--- config.mk ---
export PLATFORM = sky130hd
export DESIGN_NAME = midi_running_status_note_tracker
export DESIGN_NICKNAME = d
export VERILOG_FILES = /design/src/sv/mrsnt_pkg.sv /design/src/sv/mrsnt_note_store.sv /design/src/sv/midi_running_status_note_tracker.sv
export SDC_FILE = /design/constraint.sdc
export NUM_CORES = 1
export LEC_CHECK = 0
export ABC_CLOCK_PERIOD_IN_PS = 9300
export BUFFER_PORTS_ARGS = -buffer_cell sky130_fd_sc_hd__buf_4
export CAP_MARGIN = 30
export CORE_UTILIZATION = 63
export DETAILED_ROUTE_END_ITERATION = 10
export GPL_TIMING_DRIVEN = 0
export PLACE_DENSITY = 0.79
export RECOVER_POWER = 25
export SLEW_MARGIN = 10
export SYNTH_ARGS = -nofsm -noshare
export SYNTH_HDL_FRONTEND = slang
export SYNTH_SLANG_ARGS = --single-unit
export TNS_END_PERCENT = 20
--- constraint.sdc ---
create_clock -name clk -period 9.3 [get_ports clk]
set_input_delay 0 -clock clk [delete_from_list [all_inputs] [get_ports clk]]
set_output_delay 0 -clock clk [all_outputs]
set_load 0.005 [all_outputs]
--- src/sv/mrsnt_pkg.sv ---
// ----------------------------------------------------------------------------
// MIDI running-status note tracker - shared package
// Constants, the status length table, state encodings and the request struct
// that passes between the framer and the note store.
// ----------------------------------------------------------------------------
package mrsnt_pkg;

  localparam int NOTES_PER_CHANNEL = 8;
  localparam int CHANNEL_COUNT     = 16;

  localparam int CH_W   = 4;
  localparam int IDX_W  = (NOTES_PER_CHANNEL > 1) ? $clog2(NOTES_PER_CHANNEL) : 1;
  localparam int CNT_W  = $clog2(NOTES_PER_CHANNEL + 1);
  localparam int DEPTH  = CHANNEL_COUNT * NOTES_PER_CHANNEL;
  localparam int ADDR_W = $clog2(DEPTH);

  localparam logic [7:0] REALTIME_MIN = 8'hF8;
  localparam logic [3:0] KIND_NOTE_ON = 4'h9;
  localparam logic [3:0] KIND_CC      = 4'hB;
  localparam logic [3:0] KIND_NOTE_OFF = 4'h8;
  localparam logic [7:0] CC_OFF_MIN   = 8'h7B;
  localparam logic [7:0] CC_OFF_MAX   = 8'h7F;

  // Message length of system status bytes F0..FF.
  localparam logic [1:0] SYS_LEN [16] = '{
    2'd0, 2'd2, 2'd3, 2'd2, 2'd0, 2'd0, 2'd1, 2'd0,
    2'd1, 2'd0, 2'd1, 2'd1, 2'd1, 2'd0, 2'd1, 2'd0
  };

  typedef enum logic [1:0] {
    ST_IDLE,
    ST_BYTES,
    ST_OFFS
  } emit_state_t;

  typedef enum logic [1:0] {
    OFF_STATUS,
    OFF_NOTE,
    OFF_VEL
  } off_step_t;

  typedef struct packed {
    logic            push;
    logic            clear;
    logic [CH_W-1:0] ch;
    logic [6:0]      note;
  } store_req_t;

  function automatic logic [1:0] len_of(input logic [7:0] b);
    logic [1:0] len;
    case (b) inside
      [8'h00:8'h7F]: len = 2'd0;
      [8'h80:8'hBF]: len = 2'd3;
      [8'hC0:8'hDF]: len = 2'd2;
      [8'hE0:8'hEF]: len = 2'd3;
      default:       len = SYS_LEN[b[3:0]];
    endcase
    return len;
  endfunction

endpackage

--- src/sv/mrsnt_note_store.sv ---
// ----------------------------------------------------------------------------
// MIDI running-status note tracker - note store
// Per-channel ring of held notes in a synchronous RAM, with per-channel fill
// count and next-slot pointer in flops.
// ----------------------------------------------------------------------------
module mrsnt_note_store (
  input  logic                        clk,
  input  logic                        rst,
  input  mrsnt_pkg::store_req_t       req,
  output logic [mrsnt_pkg::CNT_W-1:0] count,
  input  logic [mrsnt_pkg::CH_W-1:0]  rd_ch,
  input  logic [mrsnt_pkg::IDX_W-1:0] rd_idx,
  output logic [6:0]                  rd_note
);
  import mrsnt_pkg::*;

  logic [6:0]       note_ram [DEPTH];
  logic [CNT_W-1:0] fill     [CHANNEL_COUNT];
  logic [IDX_W-1:0] next_slot[CHANNEL_COUNT];
  logic [IDX_W-1:0] slot;
  logic [ADDR_W-1:0] wr_addr;
  logic [ADDR_W-1:0] rd_addr;

  assign count   = fill[req.ch];
  assign slot    = next_slot[req.ch];
  assign wr_addr = ADDR_W'(req.ch) * ADDR_W'(NOTES_PER_CHANNEL) + ADDR_W'(slot);
  assign rd_addr = ADDR_W'(rd_ch) * ADDR_W'(NOTES_PER_CHANNEL) + ADDR_W'(rd_idx);

  always_ff @(posedge clk) begin
    if (req.push) begin
      note_ram[wr_addr] <= req.note;
    end
    rd_note <= note_ram[rd_addr];
  end

  always_ff @(posedge clk) begin
    if (rst) begin
      for (int c = 0; c < CHANNEL_COUNT; c++) begin
        fill[c]      <= '0;
        next_slot[c] <= '0;
      end
    end else if (req.clear) begin
      fill[req.ch]      <= '0;
      next_slot[req.ch] <= '0;
    end else if (req.push) begin
      // wrap the ring; the oldest note is overwritten once full
      if (slot == IDX_W'(NOTES_PER_CHANNEL - 1)) begin
        next_slot[req.ch] <= '0;
      end else begin
        next_slot[req.ch] <= slot + IDX_W'(1);
      end
      if (count != CNT_W'(NOTES_PER_CHANNEL)) begin
        fill[req.ch] <= count + CNT_W'(1);
      end
    end
  end

endmodule

--- src/sv/midi_running_status_note_tracker.sv ---
// ----------------------------------------------------------------------------
// MIDI running-status note tracker - top level
// Frames a raw MIDI byte stream into whole messages, keeps running status and
// optionally replaces all-notes-off controllers with explicit Note Offs.
// ----------------------------------------------------------------------------
// Usage:
//   Input channel (in_valid/in_ready/in_byte) takes one raw MIDI byte per
//   request. Output channel (out_valid/out_ready/out_byte/last_of_run) gives
//   the bytes that request causes, one per cycle unless out_ready stalls;
//   last_of_run marks the final one. A byte that completes no message gives
//   no output, unless it is a realtime byte or one with no message length.
//   The request is registered into the emitter, which then loads each output
//   byte into the output register. Normal traffic gives 1 to 3 output bytes,
//   an all-notes-off with eight held notes up to 24 (three bytes per Note
//   Off, each note read from the store RAM before its note byte). in_ready
//   is high whenever the emitter is idle, which includes the cycles where
//   the last byte of a run still waits in the output register.
//   A stall on out_ready holds the output register and freezes the emitter;
//   nothing is dropped. Reset clears running status, the framer position,
//   all per-channel fill counts and the tracking enable. The note RAM is not
//   cleared: empty slots are never read. cfg_write/cfg_data set the tracking
//   enable, by the user only while the block is idle; it is not enforced.
// ----------------------------------------------------------------------------
module midi_running_status_note_tracker (
  input  logic       clk,
  input  logic       rst,
  input  logic       cfg_write,
  input  logic       cfg_data,
  input  logic       in_valid,
  output logic       in_ready,
  input  logic [7:0] in_byte,
  output logic       out_valid,
  input  logic       out_ready,
  output logic [7:0] out_byte,
  output logic       last_of_run
);
  import mrsnt_pkg::*;

  // configuration
  logic fake_notes_off_enable;

  // framer state
  logic [7:0] running_status;
  logic [1:0] message_length;
  logic [1:0] message_position;
  logic [7:0] message_bytes [3];

  // emitter state
  emit_state_t      state, state_next;
  logic [7:0]       emit_buf [3];
  logic [1:0]       emit_len;
  logic [1:0]       emit_idx;
  logic [CH_W-1:0]  off_ch;
  logic [CNT_W-1:0] off_count;
  logic [IDX_W-1:0] note_idx;
  off_step_t        off_step;

  // accept-time decode
  logic            accept;
  logic            is_realtime;
  logic [7:0]      rs_n;
  logic [1:0]      len_n;
  logic [1:0]      pos_n;
  logic [1:0]      pos_inc;
  logic [1:0]      pos_upd;
  logic [7:0]      mb_n [3];
  logic            complete;
  logic            plan_bytes;
  logic            plan_offs;
  logic [7:0]      buf_n [3];
  logic [1:0]      buf_len_n;
  store_req_t      req;
  logic [CNT_W-1:0] store_count;
  logic [6:0]      store_note;

  // emitter outputs
  logic       load;
  logic       emit_fire;
  logic [7:0] emit_byte;
  logic       emit_last;

  assign accept   = in_valid && in_ready;
  assign in_ready = (state == ST_IDLE);
  assign load     = !out_valid || out_ready;

  // Decode one byte: update framer, decide what (if anything) to send.
  always_comb begin
    is_realtime = (in_byte >= REALTIME_MIN);
    rs_n       = in_byte[7] ? in_byte : running_status;
    len_n      = in_byte[7] ? len_of(in_byte) : message_length;
    pos_n      = in_byte[7] ? 2'd0 : message_position;
    pos_inc    = pos_n + 2'd1;
    mb_n       = message_bytes;
    if (pos_n != 2'd3) begin
      mb_n[pos_n] = in_byte;
    end
    complete   = (len_n != 2'd0) && (pos_inc >= len_n);
    pos_upd    = complete ? 2'd1 : pos_inc;
    if (len_n == 2'd0) begin
      pos_upd = pos_n;
    end

    req        = '0;
    req.ch     = rs_n[3:0];
    req.note   = mb_n[1][6:0];
    plan_bytes = 1'b0;
    plan_offs  = 1'b0;
    buf_n      = mb_n;
    buf_len_n  = len_n;

    if (is_realtime || len_n == 2'd0) begin
      // pass the byte through alone
      plan_bytes = 1'b1;
      buf_n[0]   = in_byte;
      buf_len_n  = 2'd1;
    end else if (complete) begin
      plan_bytes = 1'b1;
      if (fake_notes_off_enable) begin
        if (rs_n[7:4] == KIND_NOTE_ON) begin
          req.push = accept && (mb_n[2] != 8'h00);
        end else if (rs_n[7:4] == KIND_CC && mb_n[1] >= CC_OFF_MIN &&
                     mb_n[1] <= CC_OFF_MAX) begin
          // drop the controller; send held notes off instead
          plan_bytes = 1'b0;
          plan_offs  = (store_count != '0);
          req.clear  = accept;
        end
      end
    end
  end

  mrsnt_note_store u_store (
    .clk     (clk),
    .rst     (rst),
    .req     (req),
    .count   (store_count),
    .rd_ch   (off_ch),
    .rd_idx  (note_idx),
    .rd_note (store_note)
  );

  // Emitter: one output byte per cycle whenever the output register is free.
  always_comb begin
    state_next = state;
    emit_fire  = 1'b0;
    emit_byte  = emit_buf[emit_idx];
    emit_last  = 1'b0;
    case (state)
      ST_IDLE: begin
        if (accept && plan_bytes) begin
          state_next = ST_BYTES;
        end else if (accept && plan_offs) begin
          state_next = ST_OFFS;
        end
      end
      ST_BYTES: begin
        emit_fire = load;
        emit_byte = emit_buf[emit_idx];
        emit_last = (emit_idx == emit_len - 2'd1);
        if (load && emit_last) begin
          state_next = ST_IDLE;
        end
      end
      ST_OFFS: begin
        emit_fire = load;
        case (off_step)
          OFF_STATUS: emit_byte = {KIND_NOTE_OFF, off_ch};
          OFF_NOTE:   emit_byte = {1'b0, store_note};
          OFF_VEL:    emit_byte = 8'h00;
          default:    emit_byte = 8'h00;
        endcase
        emit_last = (off_step == OFF_VEL) &&
                    (CNT_W'(note_idx) == off_count - CNT_W'(1));
        if (load && emit_last) begin
          state_next = ST_IDLE;
        end
      end
      default: state_next = ST_IDLE;
    endcase
  end

  always_ff @(posedge clk) begin
    if (rst) begin
      state <= ST_IDLE;
    end else begin
      state <= state_next;
    end
  end

  always_ff @(posedge clk) begin
    if (rst) begin
      fake_notes_off_enable <= 1'b0;
    end else if (cfg_write) begin
      fake_notes_off_enable <= cfg_data;
    end
  end

  always_ff @(posedge clk) begin
    if (rst) begin
      running_status   <= '0;
      message_length   <= '0;
      message_position <= '0;
    end else if (accept && !is_realtime) begin
      running_status   <= rs_n;
      message_length   <= len_n;
      message_position <= pos_upd;
    end
  end

  // message bytes carry no reset; only written entries are ever read
  always_ff @(posedge clk) begin
    if (accept && !is_realtime) begin
      message_bytes <= mb_n;
    end
  end

  // emitter bookkeeping
  always_ff @(posedge clk) begin
    if (accept) begin
      emit_buf  <= buf_n;
      emit_len  <= buf_len_n;
      emit_idx  <= 2'd0;
      off_ch    <= rs_n[3:0];
      off_count <= store_count;
      note_idx  <= '0;
      off_step  <= OFF_STATUS;
    end else if (emit_fire) begin
      if (state == ST_BYTES) begin
        emit_idx <= emit_idx + 2'd1;
      end else begin
        case (off_step)
          OFF_STATUS: off_step <= OFF_NOTE;
          OFF_NOTE:   off_step <= OFF_VEL;
          default: begin
            off_step <= OFF_STATUS;
            note_idx <= note_idx + IDX_W'(1);
          end
        endcase
      end
    end
  end

  // output register
  always_ff @(posedge clk) begin
    if (rst) begin
      out_valid <= 1'b0;
    end else if (emit_fire) begin
      out_valid <= 1'b1;
    end else if (out_ready) begin
      out_valid <= 1'b0;
    end
  end

  always_ff @(posedge clk) begin
    if (emit_fire) begin
      out_byte    <= emit_byte;
      last_of_run <= emit_last;
    end
  end

endmodule

==> reports/results.ini <==
[status]
status = finished, violations left
violations = DRC, capacitance limit, slew limit

[timing]
whs_ns = 0.0500
max_freq_mhz = 156
relSlewSlack_pct = -212
period_needed_ns = 6.40
finalSetupViolations = 0
tightest_slew_ns = 4.68
slew_violations = 435
fin_skew_ns = 0.0306
rsz0062_at_grt = false
finalCritPeriodShare_pct = 68.9
hold_viol_final = 0

[yosys]
syn-cell-area_mm2 = 0.0445
seq_area_frac_synth_pct = 74.0
syn_avg_cell_area_um2 = 19.4
synthArstFlopShare_pct = 0
ys_top_cells_by_count = edfxtp_1, mux4_2, nor2_1, nand2_1, clkbuf_1
synth_fp_nets = 2326
ys_types = 60
synth_edf_count = 1075
synthCells = 2296
yosysMostFrequentCell = edfxtp_1
synth.area.top_cells = edfxtp_1, mux4_2, nor2_1, dfxtp_1, mux2i_1
yosysTopAreaCell = edfxtp_1
synth_top_area_share_pct = 72.6
synth-seq-cells = 1105
yosys_warnings = 0
synth_top_flop_cell = edfxtp_1

[detailed_routing]
firstDrtPassIters = 11
drt_iter0_drc = 3876
drc = 1
ant_nets = 0
routed-via-count = 24227
vias_per_cell = 6.91
wl_per_cell_um = 32.9
drt_wl_total_um = 115000

[floorplan]
start_util_pct = 63.6
die_area_mm2 = 0.0716
die_height_um = 268
dieWidth_um = 268
rows = 97
core_region_area_mm2 = 0.0699
ioPinCount = 25

[finish]
post-route-cell-area_mm2 = 0.0499
n_fill_cell = 3979
num_antenna_cells = 0
area_growth_pct = 12.4
nets = 2509
drive_gt1_share_pct = 22.1

[power]
p_leak_nw = 15.7
p_seq_share_pct = 52.0
power.internal_mw = 8.52
pwr-share-clk_pct = 39.5
peakVddDrop_uv = 172
power_switching_mw = 2.59
swShare_pct = 23.3
power.density_mw_per_mm2 = 222
total_power_mw = 11.1
pwr-share-comb_pct = 8.5

[global_route]
antenna_found_initial = 2
grt-ovfl-total = 0
grt_pass1_wl_um = 164000
grt_pass1_vias = 23894
grt_max_degree = 133
track_usage_pct = 32.7

[clocking]
cts_root_buf = clkbuf_16
cts_tree = yes
clkLatencyLatePin_ns = 0.67
post_cts_buffers = 0
cts_buffer_depth = 3
cts-buffers-inserted = 105
clkTransAtPathRegs_ns = 0.07
cts_resized = 0
cts.sinks = 1105
htreeDepth = 3

[place]
gp_congestion = 0.945
place_area_mm2 = 0.0463
dpl.hpwl_um = 70800
numPortBuffers = 20

[worst_setup_path]
cp-end-kind = flip-flop
crit_arrival_ns = 6.18
crit_type = in2reg
startpoint_type = input port
required_ns = 9.07
crit_fanout = 130

[min_path]
hold_class = in2reg

[flow_run]
max_cap_violations = 8

final timing paths:
path	start	to	slack, ns	cells past startpoint
worst max-delay path	in_byte[7]	u_store.note_ram[76][2]	2.90	9
worst min-delay path	in_byte[1]	emit_buf[17]	0.05	3
worst max register to register	running_status[0]	u_store.note_ram[12][0]	3.69	11
worst min register to register	running_status[2]	running_status[2]	0.50	2
power groups by stage:
stage	clock network (mW)	logic, mW	registers [mW]
after floorplan	0	0.496	5.87
after global placement	0	0.818	5.91
after detailed placement	0	0.925	5.86
after CTS	4.37	0.940	5.76
after global routing	4.55	0.972	5.78
final	4.39	0.942	5.78
flip-flops by register name, summed over array words and instances, names as in the netlist, 2 cells and up:
register	count
running_status	8
message_length	2
off_count	4
off_ch	4
u_store.fill	64
message_position	2
note_idx	3
emit_idx	2
u_store.rd_note	7
emit_buf	24
out_byte	8
off_step	2
state	2
u_store.next_slot	48
emit_len	2
message_bytes	24
u_store.note_ram	896
routing by layer:
layer / global-route usage, % / wire, um / vias to the layer above
met5: 0 / 23 / -
met3: 7.47 / 13400 / 339
met4: 13.4 / 4900 / 4
met1: 44.0 / 40100 / 12452
met2: 52.4 / 56900 / 1839
li1: - / - / 9593
cell usage in the layout (no fill, tap or decap), drive strengths merged, types with 2 or more instances in the layout:
cell	netlist	final
a32oi	4	4
xnor2	3	3
dlygate4sd3	0	11
a211oi	6	6
clkbuf	68	231
mux2	35	35
or3	4	4
o31ai	2	2
o22ai	7	7
clkinvlp	0	6
nor3	5	5
mux4	301	301
a21oi	23	23
nand2	118	118
bufinv	0	13
nor2b	4	4
a311oi	5	5
xor2	6	6
inv	22	25
nor2	290	290
nand4	3	3
clkinv	2	39
a21o	34	34
dfxtp	30	30
o221a	2	2
a21boi	2	2
buf	62	99
nand3b	3	3
mux2i	51	51
edfxtp	1075	1075
ha	16	16
and3	23	23
nor4	3	3
and2	4	4
nand3	33	33
o21ai	14	14
nor3b	3	3
a22oi	2	2
nand2b	15	15
a31oi	4	4
final cells by class:
class / instances / area (um^2) / share of cell area [%]
plain buffers: 130 / 538 / 1.08
clock buffers: 135 / 2860 / 5.72
clock inverters: 59 / 631 / 1.26
inverters: 24 / 90.1 / 0.180
multi-input cells: 1037 / 10900 / 21.9
flip-flops and latches: 1105 / 32900 / 65.8
well taps: 940 / 1180 / 2.35
repair buffers: 76 / 831 / 1.66
cells by family after synthesis:
logic type	count (synthesis)	synth area share, %
compound gates	113	1.77
xor+xnor	9	0.177
fa+ha+maj	16	0.450
buf+inv	154	1.44
flops	1105	74.0
mux	387	17.3
simple gates	512	4.84
critical path, cell delays in order:
cell and delay, ns:
dlygate4sd3_1 0.53, clkbuf_1 0.32, clkbuf_1 0.39, clkbuf_1 0.48, nand2b_1 0.25, inv_1 0.11, ha_1 0.22, nand2b_1 0.29
mux2_1 3.40
metrics by stage:
stage	worst slack [ns]	setup TNS [ns]	cells	util, %
CTS	4.11	0	3488	71.4
detailed placement	4.04	0	3283	66.3
global placement	-5.19	-672.90	3256	65.5
floorplan	1.75	0	2296	-
global route	2.54	0	3506	71.4
finish	2.90	0	3506	71.4
repair_timing:
action                                  4_1_cts  5_1_grt
hold endpoints to repair                     11        0
endpoints found under the setup margin        0        0
hold buffers                                 11        0
(Power assumes the default switching activity.)
